==> src/iss_pkg.sv <==
// Shared command codes, status codes and cell control type for the sequence store.
package iss_pkg;

  // Command codes
  localparam logic [2:0] CMD_GET       = 3'd0;
  localparam logic [2:0] CMD_SET       = 3'd1;
  localparam logic [2:0] CMD_INS_FIRST = 3'd2;
  localparam logic [2:0] CMD_DEL_FIRST = 3'd3;
  localparam logic [2:0] CMD_INS_LAST  = 3'd4;
  localparam logic [2:0] CMD_DEL_LAST  = 3'd5;
  localparam logic [2:0] CMD_INS_AT    = 3'd6;
  localparam logic [2:0] CMD_DEL_AT    = 3'd7;

  // Status codes
  localparam logic [1:0] ST_OK        = 2'd0;
  localparam logic [1:0] ST_BAD_INDEX = 2'd1;
  localparam logic [1:0] ST_FULL      = 2'd2;
  localparam logic [1:0] ST_EMPTY     = 2'd3;

  // Port widths fixed by the interface
  localparam int CmdWidth   = 3;
  localparam int PosWidth   = 6;
  localparam int ValueWidth = 32;
  localparam int CountWidth = 7;

  // Control broadcast to every cell; the base slot travels beside it
  typedef struct packed {
    logic load;   // cell at base takes the new value
    logic up;     // cells above base take their lower neighbor
    logic down;   // cells at and above base take their upper neighbor
  } cell_ctl_t;

endpackage

==> src/iss_ctrl.sv <==
// Command decode and live element count for the sequence store.
module iss_ctrl #(
  parameter int CAPACITY = 64,
  parameter int IW       = 6,
  parameter int CW       = 7
) (
  input  logic                            clk,
  input  logic                            rst_n,
  input  logic                            accept,
  input  logic [iss_pkg::CmdWidth-1:0]    command,
  input  logic [iss_pkg::PosWidth-1:0]    position,
  output iss_pkg::cell_ctl_t              ctl,
  output logic [IW-1:0]                   base,
  output logic                            rd_en,
  output logic [IW-1:0]                   rd_idx,
  output logic [1:0]                      status,
  output logic [CW-1:0]                   count_after
);

  // Compare width covering both the position port and the count
  localparam int WW = ((CW > iss_pkg::PosWidth) ? CW : iss_pkg::PosWidth) + 1;

  logic [CW-1:0]     count_r;
  logic [CW-1:0]     count_nxt;
  logic [WW-1:0]     posw;
  logic [WW-1:0]     cntw;
  logic [WW-1:0]     capw;
  logic [WW-1:0]     cnt_new;
  logic              full;
  logic              empty;
  logic              pos_in_cap;
  logic              pos_in_cnt;
  iss_pkg::cell_ctl_t ctl_raw;

  assign posw       = WW'(position);
  assign cntw       = WW'(count_r);
  assign capw       = WW'(CAPACITY);
  assign full       = (cntw >= capw);
  assign empty      = (count_r == '0);
  assign pos_in_cap = (posw < capw);
  assign pos_in_cnt = (posw < cntw);

  // Decode one command against the current count
  always_comb begin
    ctl_raw = '0;
    base    = IW'(posw);
    rd_en   = 1'b0;
    rd_idx  = IW'(posw);
    status  = iss_pkg::ST_OK;
    cnt_new = cntw;
    unique case (command)
      iss_pkg::CMD_GET: begin
        if (pos_in_cnt) rd_en = 1'b1;
        else status = iss_pkg::ST_BAD_INDEX;
      end
      iss_pkg::CMD_SET: begin
        if (pos_in_cap) begin
          ctl_raw.load = 1'b1;
          if (!pos_in_cnt) cnt_new = posw + WW'(1);
        end else begin
          status = iss_pkg::ST_BAD_INDEX;
        end
      end
      iss_pkg::CMD_INS_FIRST: begin
        if (full) begin
          status = iss_pkg::ST_FULL;
        end else begin
          ctl_raw.load = 1'b1;
          ctl_raw.up   = 1'b1;
          base         = '0;
          cnt_new      = cntw + WW'(1);
        end
      end
      iss_pkg::CMD_DEL_FIRST: begin
        if (empty) begin
          status = iss_pkg::ST_EMPTY;
        end else begin
          rd_en        = 1'b1;
          rd_idx       = '0;
          ctl_raw.down = 1'b1;
          base         = '0;
          cnt_new      = cntw - WW'(1);
        end
      end
      iss_pkg::CMD_INS_LAST: begin
        if (full) begin
          status = iss_pkg::ST_FULL;
        end else begin
          ctl_raw.load = 1'b1;
          base         = IW'(cntw);
          cnt_new      = cntw + WW'(1);
        end
      end
      iss_pkg::CMD_DEL_LAST: begin
        if (empty) begin
          status = iss_pkg::ST_EMPTY;
        end else begin
          // top element shifts in the cleared slot above it
          rd_en        = 1'b1;
          rd_idx       = IW'(cntw - WW'(1));
          ctl_raw.down = 1'b1;
          base         = IW'(cntw - WW'(1));
          cnt_new      = cntw - WW'(1);
        end
      end
      iss_pkg::CMD_INS_AT: begin
        if (!pos_in_cap) begin
          status = iss_pkg::ST_BAD_INDEX;
        end else if (!pos_in_cnt) begin
          ctl_raw.load = 1'b1;
          cnt_new      = posw + WW'(1);
        end else if (full) begin
          status = iss_pkg::ST_FULL;
        end else begin
          ctl_raw.load = 1'b1;
          ctl_raw.up   = 1'b1;
          cnt_new      = cntw + WW'(1);
        end
      end
      iss_pkg::CMD_DEL_AT: begin
        if (empty) begin
          status = iss_pkg::ST_EMPTY;
        end else if (!pos_in_cnt) begin
          status = iss_pkg::ST_BAD_INDEX;
        end else begin
          rd_en        = 1'b1;
          ctl_raw.down = 1'b1;
          cnt_new      = cntw - WW'(1);
        end
      end
      default: begin
        status = iss_pkg::ST_OK;
      end
    endcase
  end

  // Cells move only on an accepted item
  assign ctl         = accept ? ctl_raw : '0;
  assign count_after = CW'(cnt_new);
  assign count_nxt   = accept ? CW'(cnt_new) : count_r;

  always_ff @(posedge clk) begin
    if (!rst_n) begin
      count_r <= '0;
    end else begin
      count_r <= count_nxt;
    end
  end

endmodule

==> config.mk <==
export PLATFORM = sky130hd
export DESIGN_NAME = iss_ctrl
export DESIGN_NICKNAME = d
export VERILOG_FILES = /design/src/iss_pkg.sv /design/src/iss_ctrl.sv
export SDC_FILE = /design/constraint.sdc
export NUM_CORES = 1
export LEC_CHECK = 0
export ABC_AREA = 1
export BUFFER_PORTS_ARGS = -buffer_cell sky130_fd_sc_hd__buf_2
export CORE_ASPECT_RATIO = 1.1
export CORE_MARGIN = 5
export CORE_UTILIZATION = 49
export CTS_CLUSTER_SIZE = 8
export DETAILED_ROUTE_END_ITERATION = 7
export PLACE_DENSITY_LB_ADDON = 0.3
export SYNTH_ARGS = -nofsm -noshare
export SYNTH_HDL_FRONTEND = slang
export SYNTH_SLANG_ARGS = --single-unit
==> constraint.sdc <==
create_clock -name clk -period 2.05 [get_ports clk]
set_input_delay 0.205 -clock clk [delete_from_list [all_inputs] [get_ports clk]]
set_output_delay 0.205 -clock clk [all_outputs]
set_load 0.02 [all_outputs]
==> results of run 1 <==
==> cell type report <==
type	instances	area [um2]	share of cell area [%]
sequential	7	148	6.31
inverter	45	176	7.54
tap	34	42.5	1.82
clock buffer	4	26.3	1.12
timing repair buffer	70	522	22.3
multi-input combinational	207	1430	60.9
==> metrics by stage <==
step | hold slack (ns) | std cells | power [mW]
after floorplan | 0.363 | 264 | 0.622
after global placement | 0.515 | 358 | 0.885
after detailed placement | 0.515 | 358 | 0.887
after CTS | 0.226 | 367 | 1.15
after global routing | 0.229 | 367 | 1.34
final | 0.225 | 367 | 1.28
==> Yosys cell counts (all sizes together) <==
master | n | share of area, %
xor2 | 6 | 3.5
a21oi | 14 | 5.7
clkinv | 2 | 0.50
nand4 | 10 | 4.2
o21ai | 22 | 7.4
inv | 43 | 11
dfxtp | 7 | 9.4
a2111oi | 1 | 1.0
nand2 | 73 | 19
nand3 | 30 | 10
nor3 | 5 | 2.0
buf | 4 | 2.6
ha | 8 | 6.7
a21boi | 1 | 1.3
o2111ai | 1 | 0.59
a31oi | 1 | 0.42
xnor2 | 2 | 1.2
o221ai | 5 | 2.9
nor2 | 27 | 9.2
nand3b | 1 | 0.50
clkbuf | 1 | 0.25
==> logic make-up (layout without fill, tap and decap cells) <==
logic type,count (synthesis),after routing,share of synthesized area [%]
adder cells (fa/ha/maj),8,8,6.72
buffers and inverters,50,119,14.4
flip-flops,7,7,9.40
AND/OR/NAND/NOR,146,146,45.5
XOR/XNOR,8,8,4.70
AO/OA/AOI/OAI,45,45,19.3
==> power groups by stage <==
stage / registers (mW) / logic [mW] / clock network, mW
2_1_floorplan: 0.165 / 0.456 / 0
5_1_grt: 0.166 / 1.03 / 0.148
3_5_place_dp: 0.160 / 0.727 / 0
6_report: 0.165 / 0.970 / 0.144
3_3_place_gp: 0.160 / 0.725 / 0
4_1_cts: 0.161 / 0.851 / 0.138
==> tightest hold or removal path, delay by kind of cell <==
family | cells | cell delay, ns
AO/OA/AOI/OAI | 2 | 0.14
buffers and inverters | 1 | 0.10
==> path summary, 6_finish.rpt <==
path / slack [ns] / end / start
max: -0.25 / count_after[6] / count_r[4]$_SDFFE_PN0P_
min reg2reg: 0.69 / count_r[1]$_SDFFE_PN0P_ / count_r[1]$_SDFFE_PN0P_
max reg2reg: 0.16 / count_r[6]$_SDFFE_PN0P_ / count_r[4]$_SDFFE_PN0P_
min: 0.22 / count_r[2]$_SDFFE_PN0P_ / rst_n
==> metal layers <==
metal	global-route usage (%)	part of all wire [%]	up-vias
met3	5.91	10	37
met2	51.3	48	157
met1	31.9	37	987
li1	-	-	1019
met5	0	0	-
met4	15.1	4.3	0
==> what timing repair did <==
item	4_1_cts	5_1_grt
buffers inserted	5	0
resized for setup	56	48
pin swaps	16	12
endpoints found under the setup margin	20	20
==> summary.md, run 1 <==
| Metric | Value |
|---|---|
| Final GP Congestion | 1.04 |
| Syn Std Cell Area | 1490 um2 |
| Area growth, synth to finish | 57.1% |
| Placeable Area | 3000 um2 |
| Hold Path Stages | 3 |
| Fin crit share | 112% |
| Critical path type | reg -> out |
| Status | complete, but fails checks |
| Seq/Total Area, Yosys | 9.40% |
| CP max stage cell | dfxtp_2 |
| Clock Power Share | 11.2% |
| Cts hold-fix bufs | 0 |
| First-pass DRT Iterations | 5 |
| H-Tree Depth | 1 |
| Post-route ant nets | 0 |
| Final Hold Vio Count | 0 |
| Num CTS Buffers | 3 |
| CTS Sinks | 7 |
| First-pass GRT wire length | 9540 um |
| Syn Nets | 284 |
| Final HPWL DP | 4400 um |
| Biggest register | count_r |
| Setup Viol. Count Final | 14 |
| Row Count | 21 |
| Port bufs | 36 |
| Crit. End Element | primary output |
| Sw Ratio | 51.3% |
| Gate Count Post-Synth | 264 |
| Most common cell after layout, fill and taps aside | nand2_1 |
| Worst-Skew Late Latency | 0.27 ns |
| Clock slew at reported path FFs | 0.07 ns |
| Die Height | 67.8 um |
| RSZ-0062 raised after global routing | true |
| Largest regs | count_r: 7 flops |
| DP Worst Slack | -0.0181 ns |
| Synthesized area per cell | 5.64 um2 |
| CTS tree | yes |
| Max_slew headroom | 68.3% |
| Total track usage | 28.5% |
| Hold WC Path Type | in -> reg |
| Setup TNS Final | -2.07 ns |
| Layout fillers | 221 |
| Post-synthesis register bit count | 7 |
| P_int | 0.623 mW |
| Number of global-route vias before repair | 2,072 |
| Switching Power | 0.655 mW |
| CP Launch Type | register |
| Via count | 2,200 |
| Max Freq | 434 MHz |
| Synth cell types | 31 |
| Gr ovfl total | 0 |
| Initial antenna violation count | 0 |
| Post-DR wirelength/cell | 17.8 um |
| Die ar. | 4250 um2 |
| Cell Chain, Critical Path | inv_4 > ha_4 > nand2_4 > nor3_4 > nand2_4 > nand2_4 > buf_12 > nand3_1 > nand2_1 > inv_1 > nand2_1 > buf_2 |
| Final Skew | 0.00747 ns |
| Worst path max stage delay | 0.36 ns |
| PD cells | 546 nW/um2 |
| Final #Nets | 354 |
| Max Slew Vio Count | 0 |
| Crit path max fanout | 8 |
| Utilization after layout | 78.2% |
| Placed instance area | 1910 um2 |
| Io pins | 37 |
| Die Wd | 62.6 um |
| DRC viols | 0 |
| CTS Buffer Depth | 2 |
| Synth warn | 0 |
| Worst r2r path cells | 13 |
| Final worst setup slack | -0.253 ns |
| Antenna cells | 0 |
| Most used cell, CP | nand2_4 |
| Final min period | 2.30 ns |
| Peak VDD IR | 0.000415 V |
| Aggregate routed wire length | 6540 um |
| Layout cells sized above 1 | 48.3% |
| Via-to-Cell Ratio | 5.99 |
| Design Area, Final | 2340 um2 |
| Sequential share of power | 12.9% |
| Combinational group share of total power | 75.8% |
| Worst EP required | 1.85 ns |
| Cell family with most CP delay | simple AND/OR/NAND/NOR gates |
| Root Buffer | clkbuf_4 |
| Max Cap Violations | 0 |
| Worst path depth | 12 |
| Largest net degree at the start of global routing | 11 |
| Worst slew pin tran | 0.470 ns |
| Failing checks | negative setup slack |
| Pleak | 1.21 nW |
| Critical path buffer and inverter count | 4 |
| Most frequent cells in the layout | 56 x nand2_1, 40 x buf_4, 30 x inv_1 |
| Starting Density | 49.7% |
| Max reg flops | 7 |
| Initial DRC count | 183 |
| CP arrival | 2.10 ns |
Power figures use the tool's default switching activity.
==> run 2: changes to the inputs <==
- CORE_UTILIZATION: 49 -> 50
- CTS_BUF_LIST: default -> sky130_fd_sc_hd__clkbuf_8
==> summary.md, run 2 (same netlist as run 1, synthesis figures left out) <==
| Metric | Value |
|---|---|
| Status | complete, but fails checks |
| Failing checks | negative setup slack |
| Cell family with most CP delay | simple AND/OR/NAND/NOR gates |
| CP arrival | 2.06 ns (-0.04 ns) |
| Max reg flops | 7 (unchanged) |
| Clock Power Share | 16.4% (+5.2 points) |
| First-pass GRT wire length | 9700 um (+1.7%) |
| Die Height | 67.3 um (-0.86%) |
| DRC viols | 0 (unchanged) |
| Sw Ratio | 49.1% (-2.2 points) |
| Worst-Skew Late Latency | 0.24 ns (-0.03 ns) |
| Final Skew | 0.00425 ns (-0.00323 ns) |
| PD cells | 567 nW/um2 (+3.8%) |
| Hold WC Path Type | in -> reg |
| Via-to-Cell Ratio | 5.95 (-0.78%) |
| Post-route ant nets | 0 (unchanged) |
| Die Wd | 62.1 um (-0.85%) |
| Num CTS Buffers | 3 (unchanged) |
| Crit path max fanout | 8 (unchanged) |
| Cts hold-fix bufs | 0 (unchanged) |
| Post-DR wirelength/cell | 16.6 um (-7.0%) |
| CTS Sinks | 7 (unchanged) |
| Largest regs | count_r: 7 flops |
| Final #Nets | 353 (-0.28%) |
| CP Launch Type | register |
| Crit. End Element | primary output |
| Total track usage | 31.4% (+2.9 points) |
| Worst path max stage delay | 0.31 ns (-0.05 ns) |
| Largest net degree at the start of global routing | 11 (unchanged) |
| Combinational group share of total power | 70.8% (-5.0 points) |
| P_int | 0.646 mW (+3.7%) |
| RSZ-0062 raised after global routing | true |
| Worst EP required | 1.85 ns (about the same) |
| Peak VDD IR | 0.000477 V (+15%) |
| Final worst setup slack | -0.213 ns (+0.0401 ns) |
| Root Buffer | clkbuf_8 |
| Sequential share of power | 12.8% (about the same) |
| Max Freq | 442 MHz (+1.8%) |
| Biggest register | count_r |
| Max_slew headroom | 79.2% (+11 points) |
| Gr ovfl total | 0 (unchanged) |
| Final Hold Vio Count | 0 (unchanged) |
| DP Worst Slack | -0.0317 ns (-0.0137 ns) |
| Worst hold slack | 0.240 ns (+0.0156 ns) |
| Die ar. | 4170 um2 (-1.7%) |
| Most frequent cells in the layout | 52 x nand2_1, 33 x buf_4, 31 x inv_1 |
| CTS tree | yes |
| Starting Density | 52.7% (+2.9 points) |
| Io pins | 37 (unchanged) |
| Port bufs | 36 (unchanged) |
| Via count | 2,171 (-1.3%) |
| Setup TNS Final | -1.35 ns (+0.724 ns) |
| First-pass DRT Iterations | 5 (unchanged) |
| Critical path type | reg -> out |
| Number of global-route vias before repair | 2,130 (+2.8%) |
| Row Count | 20 (-4.8%) |
| Aggregate routed wire length | 6050 um (-7.5%) |
| Cell Chain, Critical Path | inv_1 > ha_4 > a21oi_1 > nand2_2 > nand2_4 > nand2_4 > buf_12 > nand4_1 > nand2_1 > nor2_2 > nand2_1 > buf_6 |
| Clock slew at reported path FFs | 0.05 ns (-0.02 ns) |
| CP max stage cell | dfxtp_1 |
| Switching Power | 0.623 mW (-4.9%) |
| Initial DRC count | 161 (-12%) |
| Worst slew pin tran | 0.309 ns (-0.161 ns) |
| Initial antenna violation count | 0 (unchanged) |
| CTS Buffer Depth | 2 (unchanged) |
| Placeable Area | 2830 um2 (-5.6%) |
| Max Cap Violations | 0 (unchanged) |
| Pleak | 1.18 nW (-2.5%) |
| Max Slew Vio Count | 0 (unchanged) |
| Final HPWL DP | 4330 um (-1.6%) |
| Antenna cells | 0 (unchanged) |
| Setup Viol. Count Final | 9 (-5) |
| H-Tree Depth | 1 (unchanged) |
| Final min period | 2.26 ns (-0.0401 ns) |
| Most common cell after layout, fill and taps aside | nand2_1 |
| Final GP Congestion | 0.989 (-4.4%) |
| Fin crit share | 110% (-2.0 points) |
| Area growth, synth to finish | 50.2% |
| Tot Pwr | 1.27 mW (-0.72%) |
| Critical path buffer and inverter count | 3 (-1) |
| Layout cells sized above 1 | 44.3% (-4.1 points) |
-- run 2: cell count changes in the layout (fill, tap and decap cells not counted), moves of 4 or more --
cell,delta
buf_2,+6
nand3_1,+4
nand2_2,+4
buf_4,-7
nand2_1,-4
o221ai_2,-4
o221ai_1,+4
-- run 2: path summary, 6_finish.rpt --
kind,start,to,slack [ns],cells after the start
setup reg to reg,count_r[4]$_SDFFE_PN0P_,count_r[4]$_SDFFE_PN0P_,0.08,15
hold reg to reg,count_r[5]$_SDFFE_PN0P_,count_r[5]$_SDFFE_PN0P_,0.72,5
hold / removal,rst_n,count_r[2]$_SDFFE_PN0P_,0.24,3
setup / recovery,count_r[2]$_SDFFE_PN0P_,count_after[5],-0.21,12
-- run 2: repair_timing --
action                                 in CTS  in global routing
gates cloned                                0                  0
pin swaps                                  17                 16
setup buffers                               3                  3
setup endpoints to repair                  17                 23
resized for setup                          48                 30
endpoints found under the hold margin       0                  0
-- run 2: through the flow --
stage | util [%] | instances | instance area, um2
6_report | 79.2 | 365 | 2240
5_1_grt | 79.2 | 365 | 2240
4_1_cts | 76.0 | 362 | 2150
3_5_place_dp | 67.1 | 355 | 1900
3_3_place_gp | 67.1 | 355 | 1900
2_1_floorplan | - | 264 | 1500
-- run 2: power groups by stage --
stage | Combinational, mW | Sequential (mW) | Clock (mW)
after CTS | 0.820 | 0.161 | 0.207
after global routing | 0.968 | 0.164 | 0.212
after floorplan | 0.456 | 0.165 | 0
after global placement | 0.715 | 0.160 | 0
after detailed placement | 0.717 | 0.160 | 0
final | 0.898 | 0.163 | 0.208
-- run 2: area by class of cell --
| type | instances | area [um2] |
|---|---|---|
| timing repair buffer | 69 | 499 |
| clock buffer | 3 | 41.3 |
| clock inverter | 1 | 3.75 |
| multi-input combinational | 207 | 1330 |
| sequential | 7 | 146 |
| fill | 212 | 589 |
| inverter | 45 | 176 |
| tap | 33 | 41.3 |
-- run 2: per-layer routing --
metal | share of wire [%] | track usage, %
met1 | 38 | 34.1
met2 | 48 | 52.8
met3 | 8.1 | 7.27
met4 | 5.6 | 20.2
met5 | 0 | 0
-- run 2: worst min-delay path, delay by kind of cell --
family                 cells  cell delay, ns
AO/OA/AOI/OAI              2            0.12
buffers and inverters      1            0.10
