File: config.mk
export PLATFORM = sky130hd
export DESIGN_NAME = iss_cell
export DESIGN_NICKNAME = d
export VERILOG_FILES = /design/src/iss_pkg.sv /design/src/iss_cell.sv
export SDC_FILE = /design/constraint.sdc
export NUM_CORES = 1
export LEC_CHECK = 0
export BUFFER_PORTS_ARGS = -buffer_cell sky130_fd_sc_hd__buf_2
export CAP_MARGIN = 20
export CORE_ASPECT_RATIO = 1.1
export CORE_UTILIZATION = 41
export CTS_CLUSTER_DIAMETER = 40
export DETAILED_ROUTE_END_ITERATION = 16
export GPL_TIMING_DRIVEN = 0
export PLACE_DENSITY = 0.9
export SYNTH_ARGS = -nofsm -noshare
export SYNTH_HDL_FRONTEND = slang
export SYNTH_SLANG_ARGS = --single-unit
File: constraint.sdc
create_clock -name clk -period 2.05 [get_ports clk]
set_input_delay 0.41 -clock clk [delete_from_list [all_inputs] [get_ports clk]]
set_output_delay 0.41 -clock clk [all_outputs]
set_load 0.02 [all_outputs]
File: src/iss_pkg.sv
// Shared command codes, status codes and cell control type for the sequence store.
package iss_pkg;

  // Command codes
  localparam logic [2:0] CMD_GET       = 3'd0;
  localparam logic [2:0] CMD_SET       = 3'd1;
  localparam logic [2:0] CMD_INS_FIRST = 3'd2;
  localparam logic [2:0] CMD_DEL_FIRST = 3'd3;
  localparam logic [2:0] CMD_INS_LAST  = 3'd4;
  localparam logic [2:0] CMD_DEL_LAST  = 3'd5;
  localparam logic [2:0] CMD_INS_AT    = 3'd6;
  localparam logic [2:0] CMD_DEL_AT    = 3'd7;

  // Status codes
  localparam logic [1:0] ST_OK        = 2'd0;
  localparam logic [1:0] ST_BAD_INDEX = 2'd1;
  localparam logic [1:0] ST_FULL      = 2'd2;
  localparam logic [1:0] ST_EMPTY     = 2'd3;

  // Port widths fixed by the interface
  localparam int CmdWidth   = 3;
  localparam int PosWidth   = 6;
  localparam int ValueWidth = 32;
  localparam int CountWidth = 7;

  // Control broadcast to every cell; the base slot travels beside it
  typedef struct packed {
    logic load;   // cell at base takes the new value
    logic up;     // cells above base take their lower neighbor
    logic down;   // cells at and above base take their upper neighbor
  } cell_ctl_t;

endpackage

File: src/iss_cell.sv
// One storage slot of the sequence store, shifting with its neighbors.
module iss_cell #(
  parameter int DATA_WIDTH = 32,
  parameter int IW         = 6,
  parameter int IDX        = 0
) (
  input  logic                  clk,
  input  logic                  rst_n,
  input  iss_pkg::cell_ctl_t    ctl,
  input  logic [IW-1:0]         base,
  input  logic [DATA_WIDTH-1:0] din,
  input  logic [DATA_WIDTH-1:0] lower_q,
  input  logic [DATA_WIDTH-1:0] upper_q,
  output logic [DATA_WIDTH-1:0] q
);

  logic [DATA_WIDTH-1:0] data_r;
  logic [DATA_WIDTH-1:0] data_nxt;
  logic                  at_base;
  logic                  above_base;

  assign at_base    = (base == IW'(IDX));
  assign above_base = (IW'(IDX) > base);

  // Slot update: new value, shift up, shift down or hold
  always_comb begin
    data_nxt = data_r;
    priority if (ctl.load && at_base) begin
      data_nxt = din;
    end else if (ctl.up && above_base) begin
      data_nxt = lower_q;
    end else if (ctl.down && (at_base || above_base)) begin
      data_nxt = upper_q;
    end
  end

  always_ff @(posedge clk) begin
    if (!rst_n) begin
      data_r <= '0;
    end else begin
      data_r <= data_nxt;
    end
  end

  assign q = data_r;

endmodule

==> results.json, run 1 <==
{
  "track_usage_pct": 21.54,
  "outcome": "complete, no violations",
  "critPathBufInv": 2,
  "crit_fanout": 10,
  "port_buffers": 103,
  "drc": 0,
  "maxCapViolations": 0,
  "cts_resized": 0,
  "grt_use_met2_pct": 36.40,
  "grt_max_degree": 11,
  "hold_buffers": 0,
  "post_cts_buffers": 0,
  "arrival_ns": 1.50,
  "internal_power_mw": 0.9623,
  "combPwrFrac_pct": 16.4,
  "grt_first_pass_wirelength_um": 7065,
  "yosysTopAreaCell": "dfxtp_1",
  "cts_root_buf": "clkbuf_8",
  "cts_num_sinks": 32,
  "synth_compound_area_share_pct": 32.90,
  "synth_area_leaders": "dfxtp_1 (39%), o221a_1 (21%), nor2b_1 (12%), a21oi_1 (9.8%), nor2_1 (7.3%)",
  "grt_use_met1_pct": 26.01,
  "crit_required_ns": 2.22,
  "num_rows": 23,
  "drtAntennaViolNets": 0,
  "overflow": 0,
  "fp.dieH_um": 68.24,
  "synthCells": 184,
  "io_pins": 139,
  "routedWlPerCell_um": 13.19,
  "antenna_cells": 0,
  "reg2reg_to": "q[7]",
  "setup_viol": 0,
  "r2r-start": "q[7]",
  "drive_gt1_share_pct": 41.84,
  "tightest_slew_ns": 0.4637,
  "syn-cell-area_mm2": 0.001635,
  "hold_viol_final": 0,
  "p_sw_mw": 0.3181,
  "cp_common_cell": "buf_2",
  "initialDrtViolationCount": 87,
  "powerDensity_mw_per_mm2": 558.9,
  "min_period_ns": 1.330,
  "yosys_warnings": 0,
  "antenna_found_initial": 0,
  "wl_um": 4538,
  "dp_slack_ns": 0.4159,
  "synth_top_family_by_area": "compound AO/OA/AOI/OAI gates",
  "cts_buffers": 5,
  "vias": 1782,
  "hpwl_um": 3381,
  "firstDrtPassIters": 4,
  "cts_htree_levels": 2,
  "largest_register_ffs": 32,
  "cp-start-kind": "primary input",
  "slowest_stage": "nor4_4",
  "clk_path_buf_depth": 2,
  "hold_path_depth": 2,
  "cp-end-kind": "flip-flop",
  "tns_ns": 0,
  "power_frac_clock_pct": 34.2,
  "final_core_util_pct": 61.24,
  "ys_seq_elements": 32,
  "grt_pass1_vias": 1562,
  "rsz0062_at_grt": "no",
  "synth-seq-area-share_pct": 39.17,
  "switching_share_pct": 24.85,
  "clk_pin_slew_ns": 0.06,
  "core-area_mm2": 0.003741,
  "p_leak_nw": 1.072,
  "max_slew_margin_pct": 69.09,
  "synth.distinct_cells": 14,
  "area_delta_synth_final_pct": 40.09,
  "hold-path-endpoint": "q[8]",
  "netlist.area_leader.share_pct": 39.17,
  "reg2reg_depth": 1,
  "gp_congestion": 0.7493,
  "regToRegSetupSlack_ns": 1.35,
  "final_net_count": 401,
  "synth_fp_nets": 291,
  "fin_ws_ns": 0.7196,
  "avgSynthCellArea_um2": 8.888,
  "viasPerCell": 5.180,
  "path_class": "primary input to flip-flop",
  "crit_chain": "buf_2 > nor4_4 > nand2_1 > buf_2 > o221a_1",
  "holdCritPathClass": "primary input to flip-flop",
  "critPathMaxStageDelay_ns": 0.33,
  "maxSlewViolCount": 0,
  "muxShareOfSynthArea_pct": 0,
  "synthSimpleGateAreaFrac_pct": 21.19,
  "start_util_pct": 43.71,
  "min_from": "rst_n",
  "use_met3_pct": 5.500,
  "p_seq_share_pct": 49.4,
  "synth_fa_ha_area_share_pct": 0,
  "die_area_mm2": 0.004246,
  "busiest_layer": "met2",
  "ir_worst_vdd_mv": 0.3576,
  "cts_tree": "built",
  "synth_xor_area_share_pct": 0,
  "path_delay_family": "simple AND/OR/NAND/NOR gates",
  "fmax_mhz": 751.7,
  "clock_latency_ns": 0.28,
  "die_x_um": 62.22,
  "period_share_pct": 64.90,
  "finalClockSkew_ns": 0
}
worst max-delay path by stage:
stage,cells after the start,from,endpoint
2_1_floorplan,4,ctl[0],q[8]
3_3_place_gp,5,base[5],q[17]
3_5_place_dp,5,base[5],q[30]
4_1_cts,5,base[5],q[3]
5_1_grt,4,ctl[0],q[26]
6_report,5,base[5],q[17]
power groups by stage:
stage          clock (mW)  combinational (mW)  sequential [mW]
3_3_place_gp            0               0.205            0.645
3_5_place_dp            0               0.210            0.645
6_report            0.438               0.210            0.632
2_1_floorplan           0               0.103            0.654
4_1_cts             0.454               0.211            0.632
5_1_grt             0.479               0.236            0.632
area by class of cell:
cell class | count | area (µm²)
tap | 50 | 62.56
sequential | 32 | 640.6
clock buffer | 6 | 72.57
fill | 368 | 1450
buffer | 20 | 106.4
clock inverter | 1 | 5.005
inverter | 1 | 3.754
multi-input combinational | 131 | 884.6
timing repair buffer | 103 | 515.5
synthesized netlist by cell type:
cell type / instances
buf_2: 7
buf_6: 3
dfxtp_1: 32
o221a_1: 30
nor2b_1: 31
o221a_2: 2
clkbuf_1: 10
nor2_1: 32
nand2_1: 1
a21oi_1: 32
nor4_4: 1
o211a_4: 1
inv_1: 1
nor3b_1: 1
metal layers:
layer  vias up  share of wire (%)
met5         -                  0
met4         0                1.5
met3         8                7.0
met2        74                 48
met1       811                 44
li1        889                  -
kinds of logic after synthesis:
| kind of cell | Yosys count |
|---|---|
| flops | 32 |
| compound gates | 65 |
| simple gates | 66 |
| buf+inv | 21 |
per-stage QoR:
step	power, mW	hold WS, ns	instance area, µm²	cells
global placement	0.8501	0.5108	2213	337
global route	1.347	0.4255	2291	344
floorplan	0.7562	0.5569	1635	184
detailed placement	0.8558	0.5148	2213	337
CTS	1.297	0.4189	2291	344
finish	1.280	0.4275	2291	344
placed cells by master, fill, tap and decap left out, drive strengths merged:
cell type  netlist  routed
clkinv           0       1
buf             10     113
a21oi           32      32
nor4             1       1
inv              1       1
o221a           32      32
nand2            1       1
nor2b           31      31
dfxtp           32      32
nor2            32      32
o211a            1       1
nor3b            1       1
clkbuf          10      16
No activity file was read; power rests on OpenSTA's default activity.
==> inputs of run 2 (changes only) <==
--- a/config.mk
+++ b/config.mk
@@ -8,11 +8,11 @@
 export BUFFER_PORTS_ARGS = -buffer_cell sky130_fd_sc_hd__buf_2
 export CAP_MARGIN = 20
 export CORE_ASPECT_RATIO = 1.1
-export CORE_UTILIZATION = 41
+export CORE_UTILIZATION = 34
 export CTS_CLUSTER_DIAMETER = 40
 export DETAILED_ROUTE_END_ITERATION = 16
 export GPL_TIMING_DRIVEN = 0
-export PLACE_DENSITY = 0.9
+export PLACE_DENSITY = 0.8
 export SYNTH_ARGS = -nofsm -noshare
 export SYNTH_HDL_FRONTEND = slang
 export SYNTH_SLANG_ARGS = --single-unit
==> constraint.sdc (replaced) <==
create_clock -name clk -period 1.2 [get_ports clk]
set_input_delay 0.24 -clock clk [delete_from_list [all_inputs] [get_ports clk]]
set_output_delay 0.24 -clock clk [all_outputs]
set_load 0.02 [all_outputs]
==> run 2 against run 1 <==
Effect of this change: die area is 20% higher; sequential share of layout area is 0.12 points lower; utilization is 11 points lower; final cell count is 1.7% higher; non-clock buffer count unchanged; first-iteration DRC count down 21%; combinational power increased by 70%; flip-flop and latch count unchanged; sequential power increased by 71%; via count shrank 3.6%.
==> results.json, run 2 (same netlist as run 1, synthesis figures left out) <==
{
  "drtAntennaViolNets": 0,
  "holdCritPathClass": "primary input to flip-flop",
  "hold_buffers": 0,
  "clk_pin_slew_ns": 0.06,
  "grt_use_met2_pct": 31.48,
  "outcome": "complete, no violations",
  "use_met3_pct": 6.364,
  "cts_num_sinks": 32,
  "track_usage_pct": 18.52,
  "cp_common_cell": "clkbuf_1",
  "die_area_mm2": 0.005091,
  "crit_chain": "clkbuf_1 > clkbuf_1 > a21oi_1 > o221a_2",
  "grt_use_met1_pct": 21.30,
  "reg2reg_depth": 1,
  "min_period_ns": 1.155,
  "die_x_um": 68.13,
  "busiest_layer": "met2",
  "overflow": 0,
  "drc": 0,
  "fp.dieH_um": 74.74,
  "final_core_util_pct": 49.81,
  "combPwrFrac_pct": 16.4,
  "largest_register_ffs": 32,
  "vias": 1717,
  "clock_latency_ns": 0.28,
  "slowest_stage": "clkbuf_1",
  "p_leak_nw": 1.073,
  "grt_first_pass_wirelength_um": 6879,
  "initialDrtViolationCount": 69,
  "fmax_mhz": 865.6,
  "grt_max_degree": 11,
  "path_class": "primary input to flip-flop",
  "finalClockSkew_ns": 0,
  "num_rows": 26,
  "layout_common_cells": "buf_2 (110), nor2_1 (32), a21oi_1 (32), dfxtp_1 (32), nor2b_1 (31)",
  "cts_root_buf": "clkbuf_8",
  "internal_power_mw": 1.644,
  "path_delay_family": "buffers and inverters",
  "firstDrtPassIters": 4,
  "tightest_slew_ns": 0.4690,
  "cts_tree": "built",
  "cts_htree_levels": 2,
  "hpwl_um": 3395,
  "hold_path_depth": 2,
  "hold_viol_final": 0,
  "routedWlPerCell_um": 12.73,
  "wl_um": 4455,
  "critPathMaxStageDelay_ns": 0.41,
  "switching_share_pct": 24.83,
  "clk_path_buf_depth": 2,
  "area_delta_synth_final_pct": 40.70,
  "maxSlewViolCount": 0,
  "arrival_ns": 1.33,
  "port_buffers": 103,
  "p_sw_mw": 0.5431,
  "crit_cells": 4,
  "rsz0062_at_grt": "no",
  "gp_congestion": 0.7119,
  "setup_viol": 0,
  "grt_pass1_vias": 1555,
  "whs_ns": 0.2570,
  "antenna_cells": 0,
  "start_util_pct": 35.40,
  "crit_required_ns": 1.37,
  "viasPerCell": 4.906,
  "max_slew_margin_pct": 68.73,
  "cp-end-kind": "flip-flop",
  "cts_buffers": 5,
  "core-area_mm2": 0.004619,
  "period_share_pct": 96.28,
  "p_seq_share_pct": 49.4,
  "drive_gt1_share_pct": 42.18,
  "critPathBufInv": 2,
  "power_frac_clock_pct": 34.3,
  "mostFrequentLayoutCell": "buf_2",
  "final_net_count": 401,
  "io_pins": 139,
  "maxCapViolations": 0,
  "crit_fanout": 10,
  "cp-start-kind": "primary input",
  "powerDensity_mw_per_mm2": 950.6,
  "antenna_found_initial": 0,
  "ir_worst_vdd_mv": 0.4362
}
-- run 2: cell counts in the layout (fill, tap and decap cells not counted) --
Identical to the previous run, type by type.
-- run 2: power groups by stage --
| stage | Combinational, mW | Clock [mW] | Sequential [mW] |
|---|---|---|---|
| 4_1_cts | 0.361 | 0.777 | 1.08 |
| 5_1_grt | 0.407 | 0.825 | 1.08 |
| 2_1_floorplan | 0.175 | 0 | 1.12 |
| 3_3_place_gp | 0.353 | 0 | 1.10 |
| 3_5_place_dp | 0.360 | 0 | 1.10 |
| 6_report | 0.358 | 0.750 | 1.08 |
-- run 2: final timing paths --
check / start / endpoint / slack (ns)
setup reg to reg: q[7] / q[7] / 0.50
setup / recovery: ctl[0] / q[8] / 0.04
hold reg to reg: q[2] / q[2] / 0.53
hold / removal: rst_n / q[8] / 0.26
-- run 2: repair_timing --
item                                    CTS  global route
gates resized for setup                   0             1
setup buffers                             0             0
endpoints found under the setup margin    0             2
-- run 2: through the flow --
stage                     area [µm²]  total power [mW]  setup WS [ns]  setup TNS (ns)  std cells
after CTS                       2298             2.217        0.05524               0        350
after detailed placement        2221             1.463        -0.2449          -7.304        343
final                           2301             2.187        0.04468               0        350
after global routing            2301             2.312       0.003836               0        350
after global placement          2221             1.456        -0.2184          -6.548        343
after floorplan                 1635             1.292        0.05029               0        184
-- run 2: area by class of cell --
type	instances	area (µm²)
Buffer	20	106.4
Clock buffer	6	72.57
Clock inverter	1	5.005
Fill cell	456	2318
Inverter	1	3.754
Multi-Input combinational cell	131	887.1
Sequential cell	32	640.6
Tap cell	56	70.07
Timing Repair Buffer	103	515.5
-- run 2: metal layers --
metal  routed length [µm]  part of all wire, %  vias up
met3                  345                  7.7        5
met1                 1978                   44      748
li1                     -                    -      887
met5                    0                    0        -
met4                   40                 0.90        0
met2                 2090                   47       77
==> inputs of run 3 (changes only) <==
--- a/config.mk
+++ b/config.mk
@@ -13,6 +13,7 @@
 export DETAILED_ROUTE_END_ITERATION = 16
 export GPL_TIMING_DRIVEN = 0
 export PLACE_DENSITY = 0.8
+export SETUP_SLACK_MARGIN = 0.2
 export SYNTH_ARGS = -nofsm -noshare
 export SYNTH_HDL_FRONTEND = slang
 export SYNTH_SLANG_ARGS = --single-unit
==> run 3 against run 2 <==
Effect of this change: worst setup slack gained 0.072 ns; worst hold slack got worse by 0.0030 ns; count of clock-buffer cells in the layout did not move; sequential power about the same; final cell count is 1.4% higher; via count is 4.3% higher; register-to-register slack worse by 0.13 ns; wire length is 8.0% higher; fmax rose by 6.6%; first-iteration DRC count fell by 7.2%; highest routed layer unchanged.
==> results.json, run 3 (same netlist as run 1, synthesis figures left out) <==
{
  "drc": 0,
  "viasPerCell": 5.045,
  "drive_gt1_share_pct": 54.85,
  "hpwl_um": 3445,
  "grt_pass1_vias": 1649,
  "start_util_pct": 35.40,
  "setup_viol": 0,
  "maxCapViolations": 0,
  "fill_cells": 431,
  "holdCritPathClass": "primary input to flip-flop",
  "hold-path-endpoint": "q[8]",
  "cp-start-kind": "primary input",
  "final_cells": 355,
  "clock_latency_ns": 0.27,
  "tightest_slew_ns": 0.4344,
  "critPathLaunch": "base[4]",
  "area_delta_synth_final_pct": 60.44,
  "core-area_mm2": 0.004619,
  "layout_common_cells": "buf_2 (72), buf_6 (40), nor2_1 (32), a21oi_1 (32), dfxtp_2 (32)",
  "grt_max_degree": 11,
  "firstDrtPassIters": 4,
  "fp.dieH_um": 74.74,
  "regToRegSetupSlack_ns": 0.37,
  "r2r-start": "q[7]",
  "largest_register_ffs": 32,
  "num_rows": 26,
  "ir_worst_vdd_mv": 0.4609,
  "maxSlewViolCount": 0,
  "period_share_pct": 90.32,
  "routedWlPerCell_um": 13.55,
  "hold_path_depth": 2,
  "port_buffers": 103,
  "drtAntennaViolNets": 0,
  "antenna_cells": 0,
  "hold_viol_final": 0,
  "reg2reg_depth": 2,
  "crit_required_ns": 1.41,
  "clk_path_buf_depth": 2,
  "outcome": "complete, no violations",
  "mostFrequentLayoutCell": "buf_2",
  "io_pins": 139,
  "wl_um": 4810,
  "clk_pin_slew_ns": 0.07,
  "cts_tree": "built",
  "path_class": "primary input to flip-flop",
  "reg2reg_to": "q[7]",
  "die_area_mm2": 0.005091,
  "dpl.cell_count": 343,
  "grt_first_pass_wirelength_um": 7320,
  "cts_num_sinks": 32,
  "cts_htree_levels": 2,
  "final_net_count": 406,
  "finalClockSkew_ns": 0,
  "cts_root_buf": "clkbuf_8",
  "cp-end-kind": "flip-flop",
  "min_period_ns": 1.084,
  "antenna_found_initial": 1,
  "cts_buffers": 5,
  "vias": 1791,
  "rsz0062_at_grt": "yes",
  "arrival_ns": 1.30,
  "initialDrtViolationCount": 64,
  "powerDensity_mw_per_mm2": 849.9,
  "p_leak_nw": 1.161,
  "max_slew_margin_pct": 71.04,
  "die_x_um": 68.13,
  "crit_fanout": 10,
  "overflow": 0,
  "gp_congestion": 0.7063,
  "min_from": "rst_n",
  "fmax_mhz": 922.7,
  "track_usage_pct": 19.26,
  "p_total_mw": 2.230
}
[run 3: report_power, final]
| part | leakage, nW | switching, mW | internal, mW |
|---|---|---|---|
| sequential | 0.274 | 0.00830 | 1.08 |
| combinational | 0.846 | 0.187 | 0.201 |
| clock | 0.0410 | 0.365 | 0.394 |
| total | 1.16 | 0.561 | 1.67 |
[run 3: metrics by stage]
step	area (µm²)	setup slack [ns]	TNS [ns]	util [%]	hold WS, ns
after floorplan	1653	0.07126	0	-	0.3869
after global placement	2238	-0.1665	-4.702	48.46	0.5103
after detailed placement	2238	-0.2199	-6.216	48.46	0.5164
after CTS	2504	0.1163	0	54.20	0.2457
after global routing	2624	0.06993	0	56.80	0.2571
final	2624	0.1162	0	56.80	0.2539
[run 3: critical path: stages]
cell and delay (ns):
buf_6 0.09, nor4_4 0.35, o211a_4 0.27, buf_6 0.15, o221a_1 0.19
[run 3: metal layers]
metal	part of all wire (%)	global-route usage, %	up-vias
met5	0	0	-
met3	7.2	5.303	6
met2	49	32.79	71
li1	-	-	895
met4	0.69	5.787	0
met1	43	23.40	819
[run 3: worst max path at each step]
stage | cells after the start | to
after global routing | 5 | q[27]
after global placement | 4 | q[26]
final | 5 | q[27]
after detailed placement | 5 | q[17]
after floorplan | 4 | q[10]
after CTS | 5 | q[17]
[run 3: what timing repair did]
action	CTS	global route
endpoints found under the hold margin	0	0
pin swaps	2	2
cloned	1	0
gates resized for setup	67	38
hold buffers	0	0
setup endpoints to repair	62	59
setup buffers	2	2
[run 3: layout make-up]
type	instances	area, µm²	area share [%]
inverters	1	3.754	0.1431
clock inverters	1	5.005	0.1907
repair buffers	108	765.7	29.18
clock buffers	6	72.57	2.766
well taps	56	70.07	2.670
plain buffers	20	138.9	5.293
flip-flops and latches	32	680.7	25.94
multi-input cells	131	887.1	33.81
